`src/design/ppr_pkg.sv`:
```
// Shared widths, reset values, register indexes and state encoding for the pulse rate detector.
package ppr_pkg;

    localparam int SAMPLE_W   = 8;
    localparam int TIME_W     = 32;
    localparam int GAP_W      = 16;
    localparam int LEVEL_W    = 8;
    localparam int RATE_W     = 8;
    localparam int IVL_W      = 16;
    localparam int CFG_IDX_W  = 2;
    localparam int CFG_DATA_W = 16;

    localparam int DEFAULT_INTERVAL_SLOTS = 4;

    localparam logic [IVL_W-1:0]    RATE_NUMERATOR    = IVL_W'(60000);
    localparam logic [SAMPLE_W-1:0] PREV_SAMPLE_RESET = SAMPLE_W'(128);
    localparam logic [GAP_W-1:0]    MIN_GAP_RESET     = GAP_W'(333);
    localparam logic [LEVEL_W-1:0]  PEAK_MARGIN_RESET = LEVEL_W'(2);
    localparam logic [RATE_W-1:0]   MIN_RATE_RESET    = RATE_W'(40);
    localparam logic [RATE_W-1:0]   MAX_RATE_RESET    = RATE_W'(180);

    typedef enum logic [CFG_IDX_W-1:0] {
        CFG_MIN_GAP     = 2'd0,
        CFG_PEAK_MARGIN = 2'd1,
        CFG_MIN_RATE    = 2'd2,
        CFG_MAX_RATE    = 2'd3
    } cfg_reg_t;

    typedef enum logic [2:0] {
        ST_IDLE,
        ST_SUM,
        ST_MEAN,
        ST_MEAN_WAIT,
        ST_RATE,
        ST_RATE_WAIT,
        ST_RESULT
    } ppr_state_t;

endpackage

```
`src/design/ppr_if.sv`:
```
// Valid/ready channels for sample items and result items.
interface ppr_sample_if
    import ppr_pkg::*;
();
    logic                valid;
    logic                ready;
    logic [SAMPLE_W-1:0] sample;
    logic [TIME_W-1:0]   time_ms;

    modport source (output valid, output sample, output time_ms, input ready);
    modport sink   (input valid, input sample, input time_ms, output ready);
endinterface

interface ppr_result_if
    import ppr_pkg::*;
();
    logic              valid;
    logic              ready;
    logic              beat;
    logic [RATE_W-1:0] rate_bpm;

    modport source (output valid, output beat, output rate_bpm, input ready);
    modport sink   (input valid, input beat, input rate_bpm, output ready);
endinterface

```
`src/design/ppr_div.sv`:
```
// Bit-serial restoring divider, one quotient bit per cycle.
module ppr_div
    import ppr_pkg::*;
(
    input  logic             clk,
    input  logic             rst_n,
    input  logic             start,
    input  logic [IVL_W-1:0] dvd_hi,
    input  logic [IVL_W-1:0] dvd_lo,
    input  logic [IVL_W-1:0] divisor,
    output logic [IVL_W-1:0] quotient,
    output logic             done
);

    localparam int STEP_W = $clog2(IVL_W);
    localparam logic [STEP_W-1:0] LAST_STEP = STEP_W'(IVL_W - 1);

    logic [IVL_W-1:0]  rem_reg;
    logic [IVL_W-1:0]  rem_next;
    logic [IVL_W-1:0]  quo_reg;
    logic [IVL_W-1:0]  div_reg;
    logic [STEP_W-1:0] step_reg;
    logic              busy_reg;
    logic              done_reg;
    logic [IVL_W:0]    rem_sh;
    logic [IVL_W:0]    rem_diff;
    logic              fits;

    always_comb
    begin
        rem_sh   = {rem_reg, quo_reg[IVL_W-1]};
        rem_diff = rem_sh - {1'b0, div_reg};
        fits     = (rem_sh >= {1'b0, div_reg});
        rem_next = fits ? rem_diff[IVL_W-1:0] : rem_sh[IVL_W-1:0];
    end

    always_ff @(posedge clk or negedge rst_n)
    begin
        if (!rst_n)
        begin
            busy_reg <= 1'b0;
            done_reg <= 1'b0;
            step_reg <= '0;
        end
        else if (start)
        begin
            busy_reg <= 1'b1;
            done_reg <= 1'b0;
            step_reg <= '0;
        end
        else if (busy_reg)
        begin
            step_reg <= step_reg + 1'b1;
            if (step_reg == LAST_STEP)
            begin
                busy_reg <= 1'b0;
                done_reg <= 1'b1;
            end
        end
    end

    always_ff @(posedge clk)
    begin
        if (start)
        begin
            rem_reg <= dvd_hi;
            quo_reg <= dvd_lo;
            div_reg <= divisor;
        end
        else if (busy_reg)
        begin
            rem_reg <= rem_next;
            quo_reg <= {quo_reg[IVL_W-2:0], fits};
        end
    end

    assign quotient = quo_reg;
    assign done     = done_reg;

endmodule

```
`src/design/pulse_peak_rate_detector.sv`:
```
// Pulse peak detector with interval ring and serial rate computation.
//
// sample_ch carries one item per sensor sample (sample, time_ms); result_ch
// returns exactly one item (beat, rate_bpm) for each. Registers are written
// through cfg_we / cfg_index / cfg_data; the user must do so only while no
// item is in flight, as the block does not enforce it.
//
// An item that completes no beat goes from idle straight to the result
// state. A beat walks the INTERVAL_SLOTS ring one slot per cycle, then runs
// two 16-step bit-serial divisions (mean interval, then 60000 / mean) on one
// shared divider. With every slot empty the divisions are skipped. One item
// is in work at a time, and sample_ch.ready is high only while the block is
// idle.
//
// Results sit in an output register, so the next item is taken while a
// finished result waits; a receiver stall past that blocks the block in its
// result state. Reset restores register defaults (gap 333 ms, margin 2,
// rate clamp 40..180), clears the ring and history and leaves rate 0.
module pulse_peak_rate_detector
    import ppr_pkg::*;
#(
    parameter int INTERVAL_SLOTS = DEFAULT_INTERVAL_SLOTS
)
(
    input  logic                  clk,
    input  logic                  rst_n,
    ppr_sample_if.sink            sample_ch,
    ppr_result_if.source          result_ch,
    input  logic                  cfg_we,
    input  logic [CFG_IDX_W-1:0]  cfg_index,
    input  logic [CFG_DATA_W-1:0] cfg_data
);

    localparam int SLOT_W = (INTERVAL_SLOTS > 1) ? $clog2(INTERVAL_SLOTS) : 1;
    localparam int CNT_W  = $clog2(INTERVAL_SLOTS + 1);
    localparam int SUM_W  = IVL_W + CNT_W;
    localparam logic [SLOT_W-1:0] LAST_SLOT = SLOT_W'(INTERVAL_SLOTS - 1);

    logic [GAP_W-1:0]    min_gap_reg;
    logic [LEVEL_W-1:0]  margin_reg;
    logic [RATE_W-1:0]   min_rate_reg;
    logic [RATE_W-1:0]   max_rate_reg;

    logic [SAMPLE_W-1:0] prev_sample_reg;
    logic                was_rising_reg;
    logic [TIME_W-1:0]   last_time_reg;
    logic [LEVEL_W-1:0]  last_peak_reg;
    logic [IVL_W-1:0]    ring_reg [INTERVAL_SLOTS];
    logic [SLOT_W-1:0]   slot_reg;
    logic                beat_seen_reg;
    logic [RATE_W-1:0]   held_rate_reg;
    logic                beat_reg;

    logic [SLOT_W-1:0]   idx_reg;
    logic [SUM_W-1:0]    sum_reg;
    logic [CNT_W-1:0]    count_reg;

    ppr_state_t          state_reg;
    ppr_state_t          state_next;

    logic                out_valid_reg;
    logic                out_beat_reg;
    logic [RATE_W-1:0]   out_rate_reg;

    logic                accept;
    logic                rising;
    logic [TIME_W-1:0]   elapsed;
    logic                beat_now;
    logic [IVL_W-1:0]    ring_word;

    logic                div_start;
    logic [IVL_W-1:0]    div_hi;
    logic [IVL_W-1:0]    div_lo;
    logic [IVL_W-1:0]    div_divisor;
    logic [IVL_W-1:0]    div_quo;
    logic                div_done;
    logic [RATE_W-1:0]   clamped;
    logic                out_load;

    assign sample_ch.ready = (state_reg == ST_IDLE);
    assign accept          = sample_ch.valid && sample_ch.ready;

    always_comb
    begin
        rising   = sample_ch.sample > prev_sample_reg;
        elapsed  = sample_ch.time_ms - last_time_reg;
        beat_now = was_rising_reg && !rising
                   && (elapsed > {{(TIME_W-GAP_W){1'b0}}, min_gap_reg})
                   && ({1'b0, sample_ch.sample}
                       > ({1'b0, last_peak_reg} + {1'b0, margin_reg}));
        ring_word = ring_reg[idx_reg];
    end

    always_comb
    begin
        if (div_quo < {{(IVL_W-RATE_W){1'b0}}, min_rate_reg})
        begin
            clamped = min_rate_reg;
        end
        else if (div_quo > {{(IVL_W-RATE_W){1'b0}}, max_rate_reg})
        begin
            clamped = max_rate_reg;
        end
        else
        begin
            clamped = div_quo[RATE_W-1:0];
        end
    end

    // register writes
    always_ff @(posedge clk or negedge rst_n)
    begin
        if (!rst_n)
        begin
            min_gap_reg  <= MIN_GAP_RESET;
            margin_reg   <= PEAK_MARGIN_RESET;
            min_rate_reg <= MIN_RATE_RESET;
            max_rate_reg <= MAX_RATE_RESET;
        end
        else if (cfg_we)
        begin
            unique case (cfg_reg_t'(cfg_index))
                CFG_MIN_GAP:     min_gap_reg  <= cfg_data[GAP_W-1:0];
                CFG_PEAK_MARGIN: margin_reg   <= cfg_data[LEVEL_W-1:0];
                CFG_MIN_RATE:    min_rate_reg <= cfg_data[RATE_W-1:0];
                CFG_MAX_RATE:    max_rate_reg <= cfg_data[RATE_W-1:0];
            endcase
        end
    end

    // peak tracking and interval ring
    always_ff @(posedge clk or negedge rst_n)
    begin
        if (!rst_n)
        begin
            prev_sample_reg <= PREV_SAMPLE_RESET;
            was_rising_reg  <= 1'b0;
            last_time_reg   <= '0;
            last_peak_reg   <= '0;
            slot_reg        <= '0;
            beat_seen_reg   <= 1'b0;
            beat_reg        <= 1'b0;
            for (int i = 0; i < INTERVAL_SLOTS; i++)
            begin
                ring_reg[i] <= '0;
            end
        end
        else if (accept)
        begin
            prev_sample_reg <= sample_ch.sample;
            was_rising_reg  <= rising;
            beat_reg        <= beat_now;
            if (beat_now)
            begin
                last_time_reg <= sample_ch.time_ms;
                last_peak_reg <= sample_ch.sample;
                beat_seen_reg <= 1'b1;
                if (beat_seen_reg)
                begin
                    ring_reg[slot_reg] <= elapsed[IVL_W-1:0];
                    slot_reg <= (slot_reg == LAST_SLOT) ? '0 : slot_reg + 1'b1;
                end
            end
        end
    end

    // walk the ring, then hold rate
    always_ff @(posedge clk or negedge rst_n)
    begin
        if (!rst_n)
        begin
            idx_reg       <= '0;
            sum_reg       <= '0;
            count_reg     <= '0;
            held_rate_reg <= '0;
        end
        else
        begin
            if (accept)
            begin
                idx_reg   <= '0;
                sum_reg   <= '0;
                count_reg <= '0;
            end
            else if (state_reg == ST_SUM)
            begin
                idx_reg <= idx_reg + 1'b1;
                if (ring_word != '0)
                begin
                    sum_reg   <= sum_reg + {{CNT_W{1'b0}}, ring_word};
                    count_reg <= count_reg + 1'b1;
                end
            end
            if (state_reg == ST_MEAN && count_reg == '0)
            begin
                held_rate_reg <= '0;
            end
            else if (state_reg == ST_RATE_WAIT && div_done)
            begin
                held_rate_reg <= clamped;
            end
        end
    end

    always_ff @(posedge clk or negedge rst_n)
    begin
        if (!rst_n)
        begin
            state_reg <= ST_IDLE;
        end
        else
        begin
            state_reg <= state_next;
        end
    end

    always_comb
    begin
        state_next  = state_reg;
        div_start   = 1'b0;
        out_load    = 1'b0;
        div_hi      = {{(IVL_W-CNT_W){1'b0}}, sum_reg[SUM_W-1:IVL_W]};
        div_lo      = sum_reg[IVL_W-1:0];
        div_divisor = {{(IVL_W-CNT_W){1'b0}}, count_reg};
        unique case (state_reg)
            ST_IDLE:
            begin
                if (accept)
                begin
                    state_next = beat_now ? ST_SUM : ST_RESULT;
                end
            end
            ST_SUM:
            begin
                if (idx_reg == LAST_SLOT)
                begin
                    state_next = ST_MEAN;
                end
            end
            ST_MEAN:
            begin
                if (count_reg == '0)
                begin
                    state_next = ST_RESULT;
                end
                else
                begin
                    div_start  = 1'b1;
                    state_next = ST_MEAN_WAIT;
                end
            end
            ST_MEAN_WAIT:
            begin
                if (div_done)
                begin
                    state_next = ST_RATE;
                end
            end
            ST_RATE:
            begin
                div_hi      = '0;
                div_lo      = RATE_NUMERATOR;
                div_divisor = div_quo;
                div_start   = 1'b1;
                state_next  = ST_RATE_WAIT;
            end
            ST_RATE_WAIT:
            begin
                if (div_done)
                begin
                    state_next = ST_RESULT;
                end
            end
            ST_RESULT:
            begin
                if (!out_valid_reg || result_ch.ready)
                begin
                    out_load   = 1'b1;
                    state_next = ST_IDLE;
                end
            end
            default:
            begin
                state_next = ST_IDLE;
            end
        endcase
    end

    ppr_div u_div (
        .clk      (clk),
        .rst_n    (rst_n),
        .start    (div_start),
        .dvd_hi   (div_hi),
        .dvd_lo   (div_lo),
        .divisor  (div_divisor),
        .quotient (div_quo),
        .done     (div_done)
    );

    // output register
    always_ff @(posedge clk or negedge rst_n)
    begin
        if (!rst_n)
        begin
            out_valid_reg <= 1'b0;
        end
        else if (out_load)
        begin
            out_valid_reg <= 1'b1;
        end
        else if (result_ch.ready)
        begin
            out_valid_reg <= 1'b0;
        end
    end

    always_ff @(posedge clk)
    begin
        if (out_load)
        begin
            out_beat_reg <= beat_reg;
            out_rate_reg <= held_rate_reg;
        end
    end

    assign result_ch.valid    = out_valid_reg;
    assign result_ch.beat     = out_beat_reg;
    assign result_ch.rate_bpm = out_rate_reg;

endmodule

```
`src/flat_wrapper.sv`:
```
// flat-port wrapper written by rule: the top's interface ports become plain ports
module pulse_peak_rate_detector_flat import ppr_pkg::*;
#(
    parameter int INTERVAL_SLOTS = DEFAULT_INTERVAL_SLOTS
)
  (clk, rst_n, cfg_we, cfg_index, cfg_data, sample_ch_valid, sample_ch_sample, sample_ch_time_ms, sample_ch_ready, result_ch_valid, result_ch_beat, result_ch_rate_bpm, result_ch_ready);
  ppr_sample_if sample_ch_i ();
  ppr_result_if result_ch_i ();
  input  logic clk;
  input  logic rst_n;
  input  logic cfg_we;
  input  logic [CFG_IDX_W-1:0] cfg_index;
  input  logic [CFG_DATA_W-1:0] cfg_data;
  input wire logic [$bits(sample_ch_i.valid)-1:0] sample_ch_valid;
  input wire logic [$bits(sample_ch_i.sample)-1:0] sample_ch_sample;
  input wire logic [$bits(sample_ch_i.time_ms)-1:0] sample_ch_time_ms;
  output wire logic [$bits(sample_ch_i.ready)-1:0] sample_ch_ready;
  output wire logic [$bits(result_ch_i.valid)-1:0] result_ch_valid;
  output wire logic [$bits(result_ch_i.beat)-1:0] result_ch_beat;
  output wire logic [$bits(result_ch_i.rate_bpm)-1:0] result_ch_rate_bpm;
  input wire logic [$bits(result_ch_i.ready)-1:0] result_ch_ready;
  assign sample_ch_i.valid = sample_ch_valid;
  assign sample_ch_i.sample = sample_ch_sample;
  assign sample_ch_i.time_ms = sample_ch_time_ms;
  assign sample_ch_ready = sample_ch_i.ready;
  assign result_ch_valid = result_ch_i.valid;
  assign result_ch_beat = result_ch_i.beat;
  assign result_ch_rate_bpm = result_ch_i.rate_bpm;
  assign result_ch_i.ready = result_ch_ready;
  pulse_peak_rate_detector #(.INTERVAL_SLOTS(INTERVAL_SLOTS)) u_core (.clk(clk), .rst_n(rst_n), .sample_ch(sample_ch_i), .result_ch(result_ch_i), .cfg_we(cfg_we), .cfg_index(cfg_index), .cfg_data(cfg_data));
endmodule
```
`config.mk`:
```
export PLATFORM = sky130hd
export DESIGN_NAME = pulse_peak_rate_detector_flat
export DESIGN_NICKNAME = d
export VERILOG_FILES = /design/src/design/ppr_pkg.sv /design/src/design/ppr_if.sv /design/src/design/ppr_div.sv /design/src/design/pulse_peak_rate_detector.sv /design/src/flat_wrapper.sv
export SDC_FILE = /design/constraint.sdc
export NUM_CORES = 1
export LEC_CHECK = 0
export ABC_AREA = 1
export BUFFER_PORTS_ARGS = -buffer_cell sky130_fd_sc_hd__buf_4
export CAP_MARGIN = 20
export CORE_MARGIN = 4
export CORE_UTILIZATION = 50
export DETAILED_ROUTE_END_ITERATION = 16
export PLACE_DENSITY_LB_ADDON = 0.12
export SETUP_SLACK_MARGIN = 0.15
export SYNTH_ARGS = -nofsm -noshare
export SYNTH_HDL_FRONTEND = slang
export SYNTH_SLANG_ARGS = --single-unit
export TNS_END_PERCENT = 5
```
`constraint.sdc`:
```
create_clock -name clk -period 9.33 [get_ports clk]
set_input_delay 1.866 -clock clk [delete_from_list [all_inputs] [get_ports clk]]
set_output_delay 1.866 -clock clk [all_outputs]
set_load 0.005 [all_outputs]
```
* After elaboration in Yosys (flattened, before gate mapping) *
Index checks and enable logic that the tools add are counted.

cells by class
  $add $sub $neg = 8
  magnitude comparators = 9
  equal/unequal tests = 17
  mux-type cells = 49
  bitwise gates (word level) = 2
  reductions and logical operators = 29

operators by type and width
  operator              number
  $mux W16              9
  $bwmux W64            1
  $mux W19              3
  $mux W3               12
  $bmux W16 S2          1
  $demux W16 S2         1
  $gt A32 B16 Y1        1
  $mux W8               4
  $sub A32 B32 Y32      1
  $pmux W3 S7           1
  $add A19 B16 Y19      1
  $ge A17 B16 Y1        1
  $gt A16 B8 Y1         1
  $lt A16 B8 Y1         1
  $reduce_bool A16 Y1   1
  $sub A16 B16 Y16      1
  $reduce_and A2 Y1     7
  $reduce_bool A2 Y1    6
  $mux W1               11
  $add A8 B8 Y9         1
  $eq A3 B3 Y1 const B  3
  $gt A8 B9 Y1          1
  $eq A2 B2 Y1 const B  4
  $gt A8 B8 Y1          1
  22 further kinds      40

word-level totals
  flip-flop bits (word level) = 256
  output and inout port bits = 11
  word-level logic and storage cells = 144

* Depth between registers and ports, before layout *
Gate-level depths: netlist of the first run.

  depth after elaboration = 8
  depth in mapped cells = 30
  gate-level depth less buffers = 29

* By module *
From an unflattened synthesis of the first run, not the netlist that was laid out.

second synthesis, totals
  cells, all modules = 2443
  area total of the unflattened synthesis = 17606.9 um^2

by module, submodules not included
  module                    times used  cells each  area each (um^2)
  pulse_peak_rate_detector  1           2000        14023.4
  ppr_div                   1           443         3583.4

* Least setup slack after synthesis of the first run *
Ideal clock, no wire load.

  kind = input -> register
  from = input sample_ch_time_ms[0]
  to = register u_core.last_time_reg[19]
  setup time = 121 ps
  data arrival time = 4829 ps
  data required time = 9209 ps
  setup slack = 4380 ps
  stages = 28
  path buffers = 2
  path through = inv_1 -> ha_1 -> inv_1 -> fa_1 -> nand3_1 -> nand3_1 -> nand3_1 -> nand3b_1 -> xor2_1 -> ha_1 -> nand2_1 -> nor2_1 -> nand2_1 -> nor2_1 -> nand2_1 -> nand2_1 -> o21ai_0 -> nand3_1 -> nor2_1 -> nand2_1 -> nor2_2 -> nand2_4 -> nand3_4 -> inv_2 -> buf_6 -> buf_6 -> nand2_1 -> o21ai_1

on the way
  cells in the longest elaborated chain, start to end = 5

ends and longest elaborated chain
  what                         RTL line                         RTL
  from (decl)                  flat_wrapper.sv:16               input wire logic [$bits(sample_ch_i.time_ms)-1:0] sample_ch_time_ms;
  $sub A32 B32 Y32             pulse_peak_rate_detector.sv:86   elapsed = sample_ch.time_ms - last_time_reg;
  via u_core.elapsed[12]       pulse_peak_rate_detector.sv:67   logic [TIME_W-1:0] elapsed;
  $gt A32 B16 Y1               pulse_peak_rate_detector.sv:88   && (elapsed > {{(TIME_W-GAP_W){1'b0}}, min_gap_reg})
  $logic_and A1 B1 Y1          pulse_peak_rate_detector.sv:88
  $logic_and A1 B1 Y1          pulse_peak_rate_detector.sv:89   && ({1'b0, sample_ch.sample}
  $reduce_and A2 Y1 (no line)  --
  to (signal assigned)         pulse_peak_rate_detector.sv:155  last_time_reg <= sample_ch.time_ms;
  to (decl)                    pulse_peak_rate_detector.sv:46   logic [TIME_W-1:0] last_time_reg;

The timed path passes the listed nets, and every way through them passes these cells.
A chain may end at the register's enable or synchronous reset.

* Worst setup path in the final report of the first run *
  from = input sample_ch_time_ms[0]
  to = register u_core.ring_reg[25] in the netlist's numbering

on the way
  cells in the longest elaborated chain, start to end = 5

ends and longest elaborated chain
  what                             RTL line                         RTL
  $sub A32 B32 Y32                 pulse_peak_rate_detector.sv:86
  via u_core.elapsed[12]           pulse_peak_rate_detector.sv:67
  $gt A32 B16 Y1                   pulse_peak_rate_detector.sv:88
  $logic_and A1 B1 Y1              pulse_peak_rate_detector.sv:88
  $logic_and A1 B1 Y1              pulse_peak_rate_detector.sv:89
  $reduce_and A3 Y1 (no line)      --
  to (signal, indexed assignment)  pulse_peak_rate_detector.sv:160  ring_reg[slot_reg] <= elapsed[IVL_W-1:0];
  to (decl)                        pulse_peak_rate_detector.sv:48   logic [IVL_W-1:0] ring_reg [INTERVAL_SLOTS];

The timed path passes the listed nets, and every way through them passes these cells.

==> qor.csv, run 1 <==
stage,metric,value,unit
layout,max FFs per register,64,
worst_setup_path,CP arrival,6.26,ns
yosys,post-synthesis register bit count,256,
power_and_ir_drop,Pwr Total,6.65,mW
timing,Worst-Margin Slew,0.984,ns
clock_tree,hold buffer count at CTS,0,
clock_tree,clock root buffer,clkbuf_16,
global_routing,first-pass GRT wire length,70500,µm
worst_setup_path,Critical Setup Path Class,in2reg,
layout,layout cells sized above 1,0.0723,
die,die area,0.0365,mm²
worst_setup_path,Setup crit end kind,flop,
global_routing,vias in the first global route,13700,
route,DR DRC count,0,
timing,minimum clock period,5.75,ns
clock_tree,cts repair resizes,0,
yosys,"Seq/Total Area, Yosys",0.401,
clock_tree,clk_lat worst skew,0.59,ns
flow_run,Max Cap Viol,0,
worst_setup_path,R2R setup slack,4.68,ns
min_path,worst hold path depth,0,
timing,Fin. Hold Viols,0,
worst_setup_path,Reg-to-Reg End,u_core.ring_reg[25]$_DFFE_PN0P_,
yosys,Cells after Synth,2220,
clock_tree,CTS sink cnt,256,
power_and_ir_drop,LEAKAGE,9.59,nW
worst_setup_path,Reg2Reg Launch Point,u_core.last_time_reg[0]$_DFFE_PN0P_,
route,Initial DRC Count,1062,
clock_tree,Clock H-tree levels,1,
timing,fin. max-slew vios,0,
route,max layer used,met4,
timing,RSZ-0062 raised after global routing,no,
layout,diode count,0,
route,metal3 WL,2340,µm
worst_setup_path,worst-path fanout max,66,
status,status,"complete, no violations",
timing,max_slew headroom,0.342,
yosys,number of synthesized flops with an enable pin,57,
die,die height,191,µm
placed_design,PortBufs,73,
yosys,Async SR Flop Fraction,0.777,
power_and_ir_drop,Peak VDD IR,0.184,mV
die,core area,0.0328,mm²
die,Die X,191,µm
yosys,top-area cell type share of the netlist area,0.278,
timing,final worst-path cycle share,0.617,
clock_tree,post-CTS setup buffer count,0,
layout,most frequent cells in the layout,"586 x nand2_1, 396 x inv_1, 186 x dfrtp_1",
yosys,commonest register cell after synthesis,dfrtp_1,
timing,final worst setup slack,3.58,ns
yosys,dominant cells by area after synthesis,"dfrtp_1 28%, nand2_1 13%, edfxtp_1 10%",
min_path,hold path startpoint,u_core.held_rate_reg[4]$_DFFE_PN0P_,
worst_setup_path,Setup crit start kind,input pin,
route,WL per Instance,15.7,µm
route,TritonRoute pass-1 iters,5,
yosys,Netlist cell types,51,
clock_tree,CTS buffer count,30,
clock_tree,CTS tree,built,
route,M1 wire length,19500,µm
route,vias,14300,
timing,final setup fails,0,
clock_tree,clk buf depth,3,
die,Initial Util,0.511,
die,number of cell rows,66,
route,DR WL met2,19500,µm
die,I/O pin total,74,
yosys,Ys Warns,0,
yosys,post-synth top area cell,dfrtp_1,
layout,Final Cell Area,0.0186,mm²
timing,Sum Neg Setup Slack,0,ns
layout,Final nets,2466,
worst_setup_path,Required @ worst endpoint,9.84,ns
timing,Setup Skew,0.0204,ns
timing,FMAX,174,MHz
global_routing,GRT Overall Usage,0.237,
yosys,syn avg cell area,7.54,µm²
worst_setup_path,R2R cell count,26,
min_path,hold endpoint,u_core.result_ch.rate_bpm[4]$_DFFE_PP_,
route,Via density,5.22,
layout,Area growth syn-to-layout,11.4,%
min_path,Hold Crit Class,reg2reg,
placed_design,routability cong.,0.942,
clock_tree,Worst-path clk slew,0.06,ns
placed_design,pre-CTS setup slack,2.91,ns
global_routing,pin count of the biggest net entering global routing,124,
route,Final ANT Viol Nets,0,
placed_design,DP HPWL,31400,µm
power_and_ir_drop,Pwr Density,356,mW/mm²
placed_design,DP Area,0.0176,mm²
global_routing,"Remaining Overflow, GRT",0,
route,DRT Wirelength,42900,µm
yosys,cell area after synthesis,0.0167,mm²
global_routing,initial antenna violation count,0,
yosys,post-synth net total,2413,
layout,"most common cell after layout, fill and taps aside",nand2_1,
[metrics by stage]
| step | std cells | hold WS [ns] | utilization |
|---|---|---|---|
| floorplan | 2220 | 0.425 | - |
| global placement | 2679 | 0.432 | 0.536 |
| detailed placement | 2679 | 0.433 | 0.536 |
| CTS | 2734 | 0.448 | 0.566 |
| global route | 2738 | 0.459 | 0.569 |
| finish | 2738 | 0.446 | 0.569 |
[critical path: stages]
cell,delay [ns]
buf_4,0.11
inv_1,0.08
ha_1,0.15
inv_1,0.08
fa_1,0.45
nand3_1,0.13
nand3_1,0.14
nand3_1,0.10
nand3b_1,0.20
xor2_1,0.44
ha_1,0.19
nand2_1,0.05
nor2_1,0.19
nand2_1,0.09
nor2_1,0.14
nand2_1,0.07
nand2_1,0.05
o21ai_0,0.07
nand3_1,0.09
nor2_1,0.05
nand2_1,0.06
nor2_2,0.05
nand2_4,0.08
nand3_4,0.20
nor2_4,0.15
buf_4,0.52
nand3_1,0.27
nand2_1,0.15
[report_power, final]
part | leakage, nW | internal (mW) | switching [mW] | total [mW]
sequential | 2.81 | 1.64 | 0.208 | 1.84
clock | 0.478 | 0.678 | 0.480 | 1.16
combinational | 6.31 | 1.28 | 2.37 | 3.65
total | 9.59 | 3.59 | 3.06 | 6.65
[cells by family (layout without fill, tap and decap cells)]
logic type / Yosys count / after routing / share of synthesized area
xor+xnor: 46 / 46 / 0.0241
fa+ha+maj: 130 / 130 / 0.0989
compound gates: 440 / 440 / 0.150
buf+inv: 466 / 542 / 0.111
flops: 256 / 256 / 0.401
simple gates: 882 / 882 / 0.216
[how the worst max path moves through the flow]
stage	startpoint	to	slack (ns)	cells after the start
finish	sample_ch_time_ms[0]	u_core.ring_reg[25]$_DFFE_PN0P_	3.58	28
global route	sample_ch_time_ms[0]	u_core.ring_reg[29]$_DFFE_PN0P_	3.16	28
CTS	sample_ch_time_ms[0]	u_core.last_time_reg[14]$_DFFE_PN0P_	3.47	26
detailed placement	sample_ch_time_ms[0]	u_core.last_time_reg[14]$_DFFE_PN0P_	2.91	26
global placement	sample_ch_time_ms[0]	u_core.ring_reg[41]$_DFFE_PN0P_	3.07	28
floorplan	sample_ch_time_ms[0]	u_core.last_time_reg[19]$_DFFE_PN0P_	4.38	28
[synthesized netlist by cell type, types with 24 or more instances]
cell type and count:
o22ai_1 25, nand3_1 120, a21oi_1 128, inv_1 396, dfrtp_1 186, nor2_1 128, clkbuf_1 24, edfxtp_1 57
xor2_1 30, o21ai_0 160, o21bai_1 66, ha_1 126, nand2_1 586
[area by class of cell]
class,instances,area (µm²)
Clock buffer,40,830
Clock inverter,15,148
Fill cell,3144,14100
Inverter,402,1510
Multi-Input combinational cell,1498,8190
Sequential cell,256,6710
Tap cell,442,553
Timing Repair Buffer,85,717
[routing by layer]
metal / global-route usage / vias up
met5: 0 / -
met2: 0.386 / 344
met4: 0.0776 / 0
met3: 0.0307 / 79
met1: 0.328 / 6643
li1: - / 7237
Note: power is estimated with default switching activity, not from simulation.
==> inputs of run 2 (changes only) <==
- clock period: 9.33 -> 5.8 ns (I/O delays scaled with it)
==> run 2 against run 1 <==
  * Clock skew down 0.0044 ns
  * Sequential cell count unchanged
  * Wire length down 1.9%
  * Non-clock buffer count up 11
  * Total power up 62%
  * Critical path depth unchanged
  * Cell area up 0.38%
  * Die area unchanged
  * Critical path type unchanged
  * Critical endpoint is now u_core.last_time_reg[18]$_DFFE_PN0P_
  * Largest power group unchanged
  * Highest routed layer unchanged
==> qor.csv, run 2 (synthesized netlist as in run 1, its figures left out) <==
stage,metric,value,unit,change
status,status,"complete, no violations",,unchanged
worst_setup_path,R2R setup slack,1.77,ns,was 4.68 ns
global_routing,GRT Overall Usage,0.236,,was 0.237
die,Initial Util,0.511,,unchanged
route,Final ANT Viol Nets,0,,unchanged
clock_tree,CTS tree,built,,unchanged
power_and_ir_drop,Peak VDD IR,0.319,mV,was 0.184 mV
worst_setup_path,Worst Setup SP,sample_ch_time_ms[0],,unchanged
route,Initial DRC Count,782,,"was 1,062"
global_routing,initial antenna violation count,0,,unchanged
die,core area,0.0328,mm²,unchanged
timing,final setup fails,0,,unchanged
layout,max FFs per register,64,,unchanged
timing,FMAX,228,MHz,
die,number of cell rows,66,,unchanged
timing,fin. max-slew vios,0,,unchanged
clock_tree,cts repair resizes,0,,unchanged
timing,Setup Skew,0.0159,ns,was 0.0204 ns
timing,Sum Neg Setup Slack,0,ns,unchanged
clock_tree,CTS sink cnt,256,,unchanged
placed_design,DP Area,0.0177,mm²,was 0.0176 mm²
worst_setup_path,Critical Setup Path Class,in2reg,,unchanged
clock_tree,clock root buffer,clkbuf_16,,unchanged
worst_setup_path,"slowest stage cell, crit path",fa_1,,was buf_4
timing,Fin. Hold Viols,0,,unchanged
worst_setup_path,worst-path fanout max,60,,was 66
timing,final worst setup slack,1.42,ns,was 3.58 ns
route,DR DRC count,0,,unchanged
worst_setup_path,crit-path max cell delay,0.44,ns,was 0.52 ns
clock_tree,clk_lat worst skew,0.58,ns,was 0.59 ns
timing,max_slew headroom,0.353,,was 0.342
timing,RSZ-0062 raised after global routing,no,,unchanged
layout,"most common cell after layout, fill and taps aside",nand2_1,,unchanged
min_path,Hold Crit Class,reg2reg,,unchanged
clock_tree,clk buf depth,3,,unchanged
worst_setup_path,R2R cell count,25,,was 26
layout,diode count,0,,unchanged
global_routing,pin count of the biggest net entering global routing,111,,was 124
clock_tree,post-CTS setup buffer count,0,,unchanged
layout,fillers,3123,,"was 3,144"
worst_setup_path,crit-path most repeated cell,nand2_1,,unchanged
placed_design,pre-CTS setup slack,0.829,ns,was 2.91 ns
clock_tree,Clock H-tree levels,1,,unchanged
global_routing,"Remaining Overflow, GRT",0,,unchanged
die,I/O pin total,74,,unchanged
layout,most frequent cells in the layout,"586 x nand2_1, 396 x inv_1, 186 x dfrtp_1",,unchanged
placed_design,routability cong.,0.914,,was 0.942
route,TritonRoute pass-1 iters,6,,was 5
clock_tree,hold buffer count at CTS,0,,unchanged
timing,minimum clock period,4.38,ns,
placed_design,PortBufs,73,,unchanged
layout,Area growth syn-to-layout,11.8,%,was 11.4%
worst_setup_path,Reg2Reg Launch Point,u_core.last_time_reg[2]$_DFFE_PN0P_,,was u_core.last_time_reg[0]$_DFFE_PN0P_
timing,WHS,0.454,ns,was 0.446 ns
worst_setup_path,Required @ worst endpoint,6.25,ns,was 9.84 ns
timing,final worst-path cycle share,0.755,,
global_routing,vias in the first global route,14000,,was 13.7k
global_routing,first-pass GRT wire length,71000,µm,"was 70,500 µm"
die,Die X,191,µm,unchanged
worst_setup_path,Setup crit start kind,input pin,,unchanged
clock_tree,CTS buffer count,30,,unchanged
worst_setup_path,Setup crit end kind,flop,,unchanged
layout,final non-filler cell total,2748,,"was 2,738"
route,vias,14300,,about the same
die,die area,0.0365,mm²,unchanged
route,DRT Wirelength,42100,µm,"was 42,900 µm"
route,Via density,5.19,,was 5.22
worst_setup_path,critical path endpoint,u_core.last_time_reg[18]$_DFFE_PN0P_,,was u_core.ring_reg[25]$_DFFE_PN0P_
layout,Final nets,2477,,"was 2,466"
route,WL per Instance,15.3,µm,was 15.7 µm
worst_setup_path,Reg-to-Reg End,u_core.last_time_reg[18]$_DFFE_PN0P_,,was u_core.ring_reg[25]$_DFFE_PN0P_
layout,post-layout util,0.571,,was 0.569
power_and_ir_drop,Pwr Density,574,mW/mm²,was 356 mW/mm²
layout,layout cells sized above 1,0.0785,,was 0.0723
power_and_ir_drop,LEAKAGE,9.64,nW,was 9.59 nW
placed_design,Inst Count DP,2692,,"was 2,679"
clock_tree,Worst-path clk slew,0.06,ns,about the same
flow_run,Max Cap Viol,0,,unchanged
placed_design,DP HPWL,30800,µm,"was 31,400 µm"
timing,Worst-Margin Slew,0.968,ns,was 0.984 ns
layout,Final Cell Area,0.0187,mm²,was 0.0186 mm²
power_and_ir_drop,Pwr Total,10.7,mW,was 6.65 mW
worst_setup_path,CP arrival,4.83,ns,was 6.26 ns
die,die height,191,µm,unchanged
[run 2: worst min path at each step]
stage | from | end | slack, ns | cells past startpoint
after detailed placement | u_core.held_rate_reg[7]$_DFFE_PN0P_ | u_core.result_ch.rate_bpm[7]$_DFFE_PP_ | 0.43 | 0
after CTS | u_core.held_rate_reg[2]$_DFFE_PN0P_ | u_core.result_ch.rate_bpm[2]$_DFFE_PP_ | 0.46 | 0
after global routing | u_core.held_rate_reg[2]$_DFFE_PN0P_ | u_core.result_ch.rate_bpm[2]$_DFFE_PP_ | 0.47 | 0
after floorplan | u_core.held_rate_reg[0]$_DFFE_PN0P_ | u_core.result_ch.rate_bpm[0]$_DFFE_PP_ | 0.42 | 0
final | u_core.held_rate_reg[3]$_DFFE_PN0P_ | u_core.result_ch.rate_bpm[3]$_DFFE_PP_ | 0.45 | 0
after global placement | u_core.held_rate_reg[6]$_DFFE_PN0P_ | u_core.result_ch.rate_bpm[6]$_DFFE_PP_ | 0.43 | 0
[run 2: worst max-delay path: cells and delay by family]
| family | cells | cell delay, ns |
|---|---|---|
| fa+ha+maj | 3 | 0.90 |
| compound gates | 2 | 0.22 |
| buf+inv | 5 | 0.60 |
| simple gates | 17 | 1.51 |
| xor+xnor | 1 | 0.38 |
[run 2: metal layers]
| layer | up-vias | share of wire | track usage |
|---|---|---|---|
| met3 | 65 | 0.046 | 0.0347 |
| met4 | 0 | 0.026 | 0.0586 |
| met5 | - | 0 | 0 |
| met2 | 298 | 0.46 | 0.398 |
| met1 | 6637 | 0.46 | 0.323 |
| li1 | 7255 | - | - |
[run 2: cell type report]
| class | count | area (µm²) | share of cell area |
|---|---|---|---|
| flip-flops and latches | 256 | 6710 | 0.358 |
| clock buffers | 41 | 863 | 0.0461 |
| inverters | 402 | 1510 | 0.0806 |
| multi-input cells | 1498 | 8190 | 0.437 |
| well taps | 442 | 553 | 0.0295 |
| repair buffers | 96 | 822 | 0.0439 |
| clock inverters | 13 | 80.1 | 0.00428 |
[run 2: power by group]
| part | switching, mW | internal, mW | total [mW] |
|---|---|---|---|
| registers | 0.328 | 2.63 | 2.96 |
| clock network | 0.766 | 1.04 | 1.80 |
| logic | 3.84 | 2.14 | 5.98 |
==> inputs of run 3 (changes only) <==
- ABC_AREA: 1 -> 0
- clock period: 5.8 -> 4.15 ns (I/O delays scaled with it)
==> run 3 against run 2 <==
  * Sequential share of layout area decreased by 1.5 points
  * First-iteration DRC count decreased by 26%
  * Die area decreased by 5.1%
  * Combinational power decreased by 3%
  * Total power increased by 16%
  * Hold slack got worse by 0.16 ns
  * Register-to-register slack got worse by 2.7 ns
  * Clock power increased by 53%
  * Cell area increased by 4.5%
  * Highest routed layer unchanged
  * The flow now finishes with violations (setup timing)
  * Largest power group unchanged
  * Global-route usage decreased by 1.7 points
  * Worst setup slack got worse by 2.3 ns
  * Synthesized cell count decreased by 33%
==> qor.csv, run 3 <==
stage,metric,value,unit,change
yosys,most frequent cells after synthesis,"186 x dfrtp_1, 126 x ha_1, 124 x nand2_1",,"was 586 x nand2_1, 396 x inv_1, 186 x dfrtp_1"
clock_tree,clk buf depth,3,,unchanged
worst_setup_path,Setup crit start kind,input pin,,unchanged
global_routing,vias in the first global route,12000,,was 14.0k
clock_tree,clk_lat worst skew,0.56,ns,was 0.58 ns
clock_tree,hold buffer count at CTS,0,,unchanged
worst_setup_path,Required @ worst endpoint,4.59,ns,was 6.25 ns
route,Final ANT Viol Nets,0,,unchanged
yosys,top-count cell post-synth,dfrtp_1,,was nand2_1
yosys,top-area cell type share of the netlist area,0.294,,was 0.278
die,Initial Util,0.513,,was 0.511
die,Die X,186,µm,was 191 µm
route,vias,11900,,was 14.3k
timing,Worst-Margin Slew,0.922,ns,was 0.968 ns
layout,final non-filler cell total,2159,,"was 2,748"
route,TritonRoute pass-1 iters,5,,was 6
layout,most frequent cells in the layout,"269 x buf_4, 186 x dfrtp_1, 125 x ha_1",,"was 586 x nand2_1, 396 x inv_1, 186 x dfrtp_1"
flow_run,Max Cap Viol,0,,unchanged
yosys,post-synth top area cell,dfrtp_1,,unchanged
global_routing,initial antenna violation count,0,,unchanged
worst_setup_path,R2R setup slack,-0.88,ns,was 1.77 ns
timing,final setup fails,111,,was 0
die,I/O pin total,74,,unchanged
worst_setup_path,CP arrival,5.50,ns,was 4.83 ns
timing,WHS,0.292,ns,was 0.454 ns
yosys,"Seq/Total Area, Yosys",0.423,,was 0.401
layout,"most common cell after layout, fill and taps aside",buf_4,,was nand2_1
timing,Fin. Hold Viols,0,,unchanged
clock_tree,clock root buffer,clkbuf_16,,unchanged
global_routing,"Remaining Overflow, GRT",0,,unchanged
route,metal3 WL,1220,µm,was 1960 µm
global_routing,GRT Overall Usage,0.220,,was 0.236
route,Via density,5.52,,was 5.19
timing,final worst setup slack,-0.910,ns,was 1.42 ns
worst_setup_path,Setup crit end kind,flop,,unchanged
die,number of cell rows,64,,was 66
layout,Final nets,1932,,"was 2,477"
die,core area,0.0309,mm²,was 0.0328 mm²
route,WL per Instance,17.4,µm,was 15.3 µm
clock_tree,Clock H-tree levels,1,,unchanged
timing,final worst-path cycle share,1.22,,
layout,diode count,0,,unchanged
clock_tree,CTS tree,built,,unchanged
die,die height,186,µm,was 191 µm
yosys,Cells after Synth,1477,,"was 2,220"
global_routing,pin count of the biggest net entering global routing,85,,was 111
yosys,post-synthesis register bit count,256,,unchanged
yosys,Netlist cell types,74,,was 51
placed_design,routability cong.,0.859,,was 0.914
worst_setup_path,Reg2Reg Launch Point,u_core.last_time_reg[0]$_DFFE_PN0P_,,was u_core.last_time_reg[2]$_DFFE_PN0P_
yosys,number of synthesized flops with an enable pin,57,,unchanged
route,Initial DRC Count,575,,was 782
yosys,Async SR Flop Fraction,0.777,,unchanged
placed_design,PortBufs,73,,unchanged
route,max layer used,met4,,unchanged
timing,RSZ-0062 raised after global routing,yes,,was no
layout,layout cells sized above 1,0.301,,was 0.0785
clock_tree,Worst-path clk slew,0.06,ns,about the same
route,DR WL met2,17800,µm,"was 19,600 µm"
layout,post-layout util,0.633,,was 0.571
power_and_ir_drop,Peak VDD IR,0.385,mV,was 0.319 mV
die,die area,0.0346,mm²,was 0.0365 mm²
timing,Setup Skew,0.0205,ns,was 0.0159 ns
timing,max_slew headroom,0.383,,was 0.353
yosys,post-synth net total,1670,,"was 2,413"
route,M1 wire length,17600,µm,"was 19,500 µm"
placed_design,Inst Count DP,2094,,"was 2,692"
global_routing,first-pass GRT wire length,62100,µm,"was 71,000 µm"
timing,fin. max-slew vios,0,,unchanged
yosys,syn avg cell area,10.7,µm²,was 7.54 µm²
route,DR DRC count,0,,unchanged
status,failing checks,setup timing,,
yosys,cell area after synthesis,0.0159,mm²,was 0.0167 mm²
placed_design,DP HPWL,27800,µm,"was 30,800 µm"
yosys,Ys Warns,0,,unchanged
layout,Area growth syn-to-layout,23.4,%,was 11.8%
min_path,Hold Crit Class,in2async,,was reg2reg
yosys,commonest register cell after synthesis,dfrtp_1,,unchanged
layout,max FFs per register,64,,unchanged
placed_design,pre-CTS setup slack,-1.80,ns,was 0.829 ns
power_and_ir_drop,Pwr Density,636,mW/mm²,was 574 mW/mm²
worst_setup_path,R2R cell count,21,,was 25
worst_setup_path,Reg-to-Reg End,u_core.ring_reg[28]$_DFFE_PN0P_,,was u_core.last_time_reg[18]$_DFFE_PN0P_
power_and_ir_drop,LEAKAGE,9.18,nW,was 9.64 nW
timing,minimum clock period,5.06,ns,
status,status,finished with violations,,"was complete, no violations"
clock_tree,CTS buffer count,30,,unchanged
yosys,dominant cells by area after synthesis,"dfrtp_1 29%, edfxtp_1 11%, ha_1 9.9%",,"was dfrtp_1 28%, nand2_1 13%, edfxtp_1 10%"
timing,FMAX,198,MHz,
worst_setup_path,worst-path fanout max,8,,was 60
clock_tree,CTS sink cnt,256,,unchanged
worst_setup_path,Critical Setup Path Class,in2reg,,unchanged
route,DRT Wirelength,37600,µm,"was 42,100 µm"
==> run 3: cell types whose count changed after synthesis, sizes merged, moves of 33 or more <==
cell / delta
o21bai: -60
nand2: -464
a21oi: -62
mux2i: +33
inv: -282
nand3: -72
o21ai: -82
nor2: -65
mux2: +131
==> run 3: worst max-delay path: stages <==
cell       delay (ns)
buf_12           0.11
inv_12           0.04
ha_4             0.12
inv_2            0.03
fa_2             0.33
a21o_1           0.23
a22o_1           0.21
o21a_1           0.20
a21oi_2          0.16
xnor2_1          0.11
ha_1             0.32
and4_1           0.21
buf_4            0.12
nand4_1          0.10
or2_4            0.24
a2111o_1         0.40
a2111o_1         0.36
a2111o_1         0.38
a2111oi_4        0.19
buf_4            0.20
buf_12           0.15
nor3_4           0.11
mux2_4           0.32
==> run 3: metal layers <==
metal | global-route usage | up-vias
li1 | - | 5879
met1 | 0.306 | 5792
met2 | 0.369 | 200
met3 | 0.0266 | 56
met4 | 0.0525 | 0
met5 | 0 | -
==> run 3: stage by stage <==
stage,TNS [ns],power (mW),cell area (µm²)
after floorplan,-182.15,7.54,15900
after global placement,-183.88,9.44,18300
after detailed placement,-191.62,9.58,18300
after CTS,-92.27,12.5,19500
after global routing,-116.65,13.4,19600
final,-95.91,12.4,19600
==> run 3: logic make-up (layout without fill, tap and decap cells) <==
logic type               after synthesis  count (layout)  share of synthesized area
AND/OR/NAND/NOR                      386             390                      0.122
AO/OA/AOI/OAI                        298             298                      0.121
flip-flops                           256             256                      0.423
multiplexers                         180             180                      0.154
buffers and inverters                168             450                     0.0436
adder cells (fa/ha/maj)              130             130                      0.104
XOR/XNOR                              59              59                     0.0326
==> run 3: power breakdown <==
group	total (mW)	internal, mW	switching [mW]
Clock	2.75	1.67	1.08
Sequential	3.88	3.39	0.493
Combinational	5.80	2.80	2.99
Total	12.4	7.86	4.57
==> run 3: timing repair <==
| action | in CTS | in global routing |
|---|---|---|
| gates resized for setup | 21 | 10 |
| pin swaps | 33 | 13 |
| setup endpoints to repair | 111 | 114 |
| gates cloned | 5 | 0 |
| setup buffers | 4 | 0 |
==> run 3: layout make-up <==
type	count	area, µm²
Timing Repair Buffer	278	2180
Inverter	116	448
Clock inverter	18	246
Tap cell	396	495
Fill cell	2515	11300
Sequential cell	256	6710
Multi-Input combinational cell	1057	8690
Clock buffer	38	791
==> run 3: how the worst max path moves through the flow <==
stage / startpoint / depth (start not counted) / end
after floorplan: sample_ch_time_ms[0] / 22 / u_core.last_time_reg[0]$_DFFE_PN0P_
after global placement: sample_ch_time_ms[0] / 22 / u_core.ring_reg[41]$_DFFE_PN0P_
after detailed placement: sample_ch_time_ms[0] / 22 / u_core.ring_reg[40]$_DFFE_PN0P_
after CTS: sample_ch_time_ms[0] / 24 / u_core.ring_reg[28]$_DFFE_PN0P_
after global routing: u_core.last_time_reg[6]$_DFFE_PN0P_ / 22 / u_core.last_time_reg[7]$_DFFE_PN0P_
final: sample_ch_time_ms[0] / 23 / u_core.ring_reg[28]$_DFFE_PN0P_
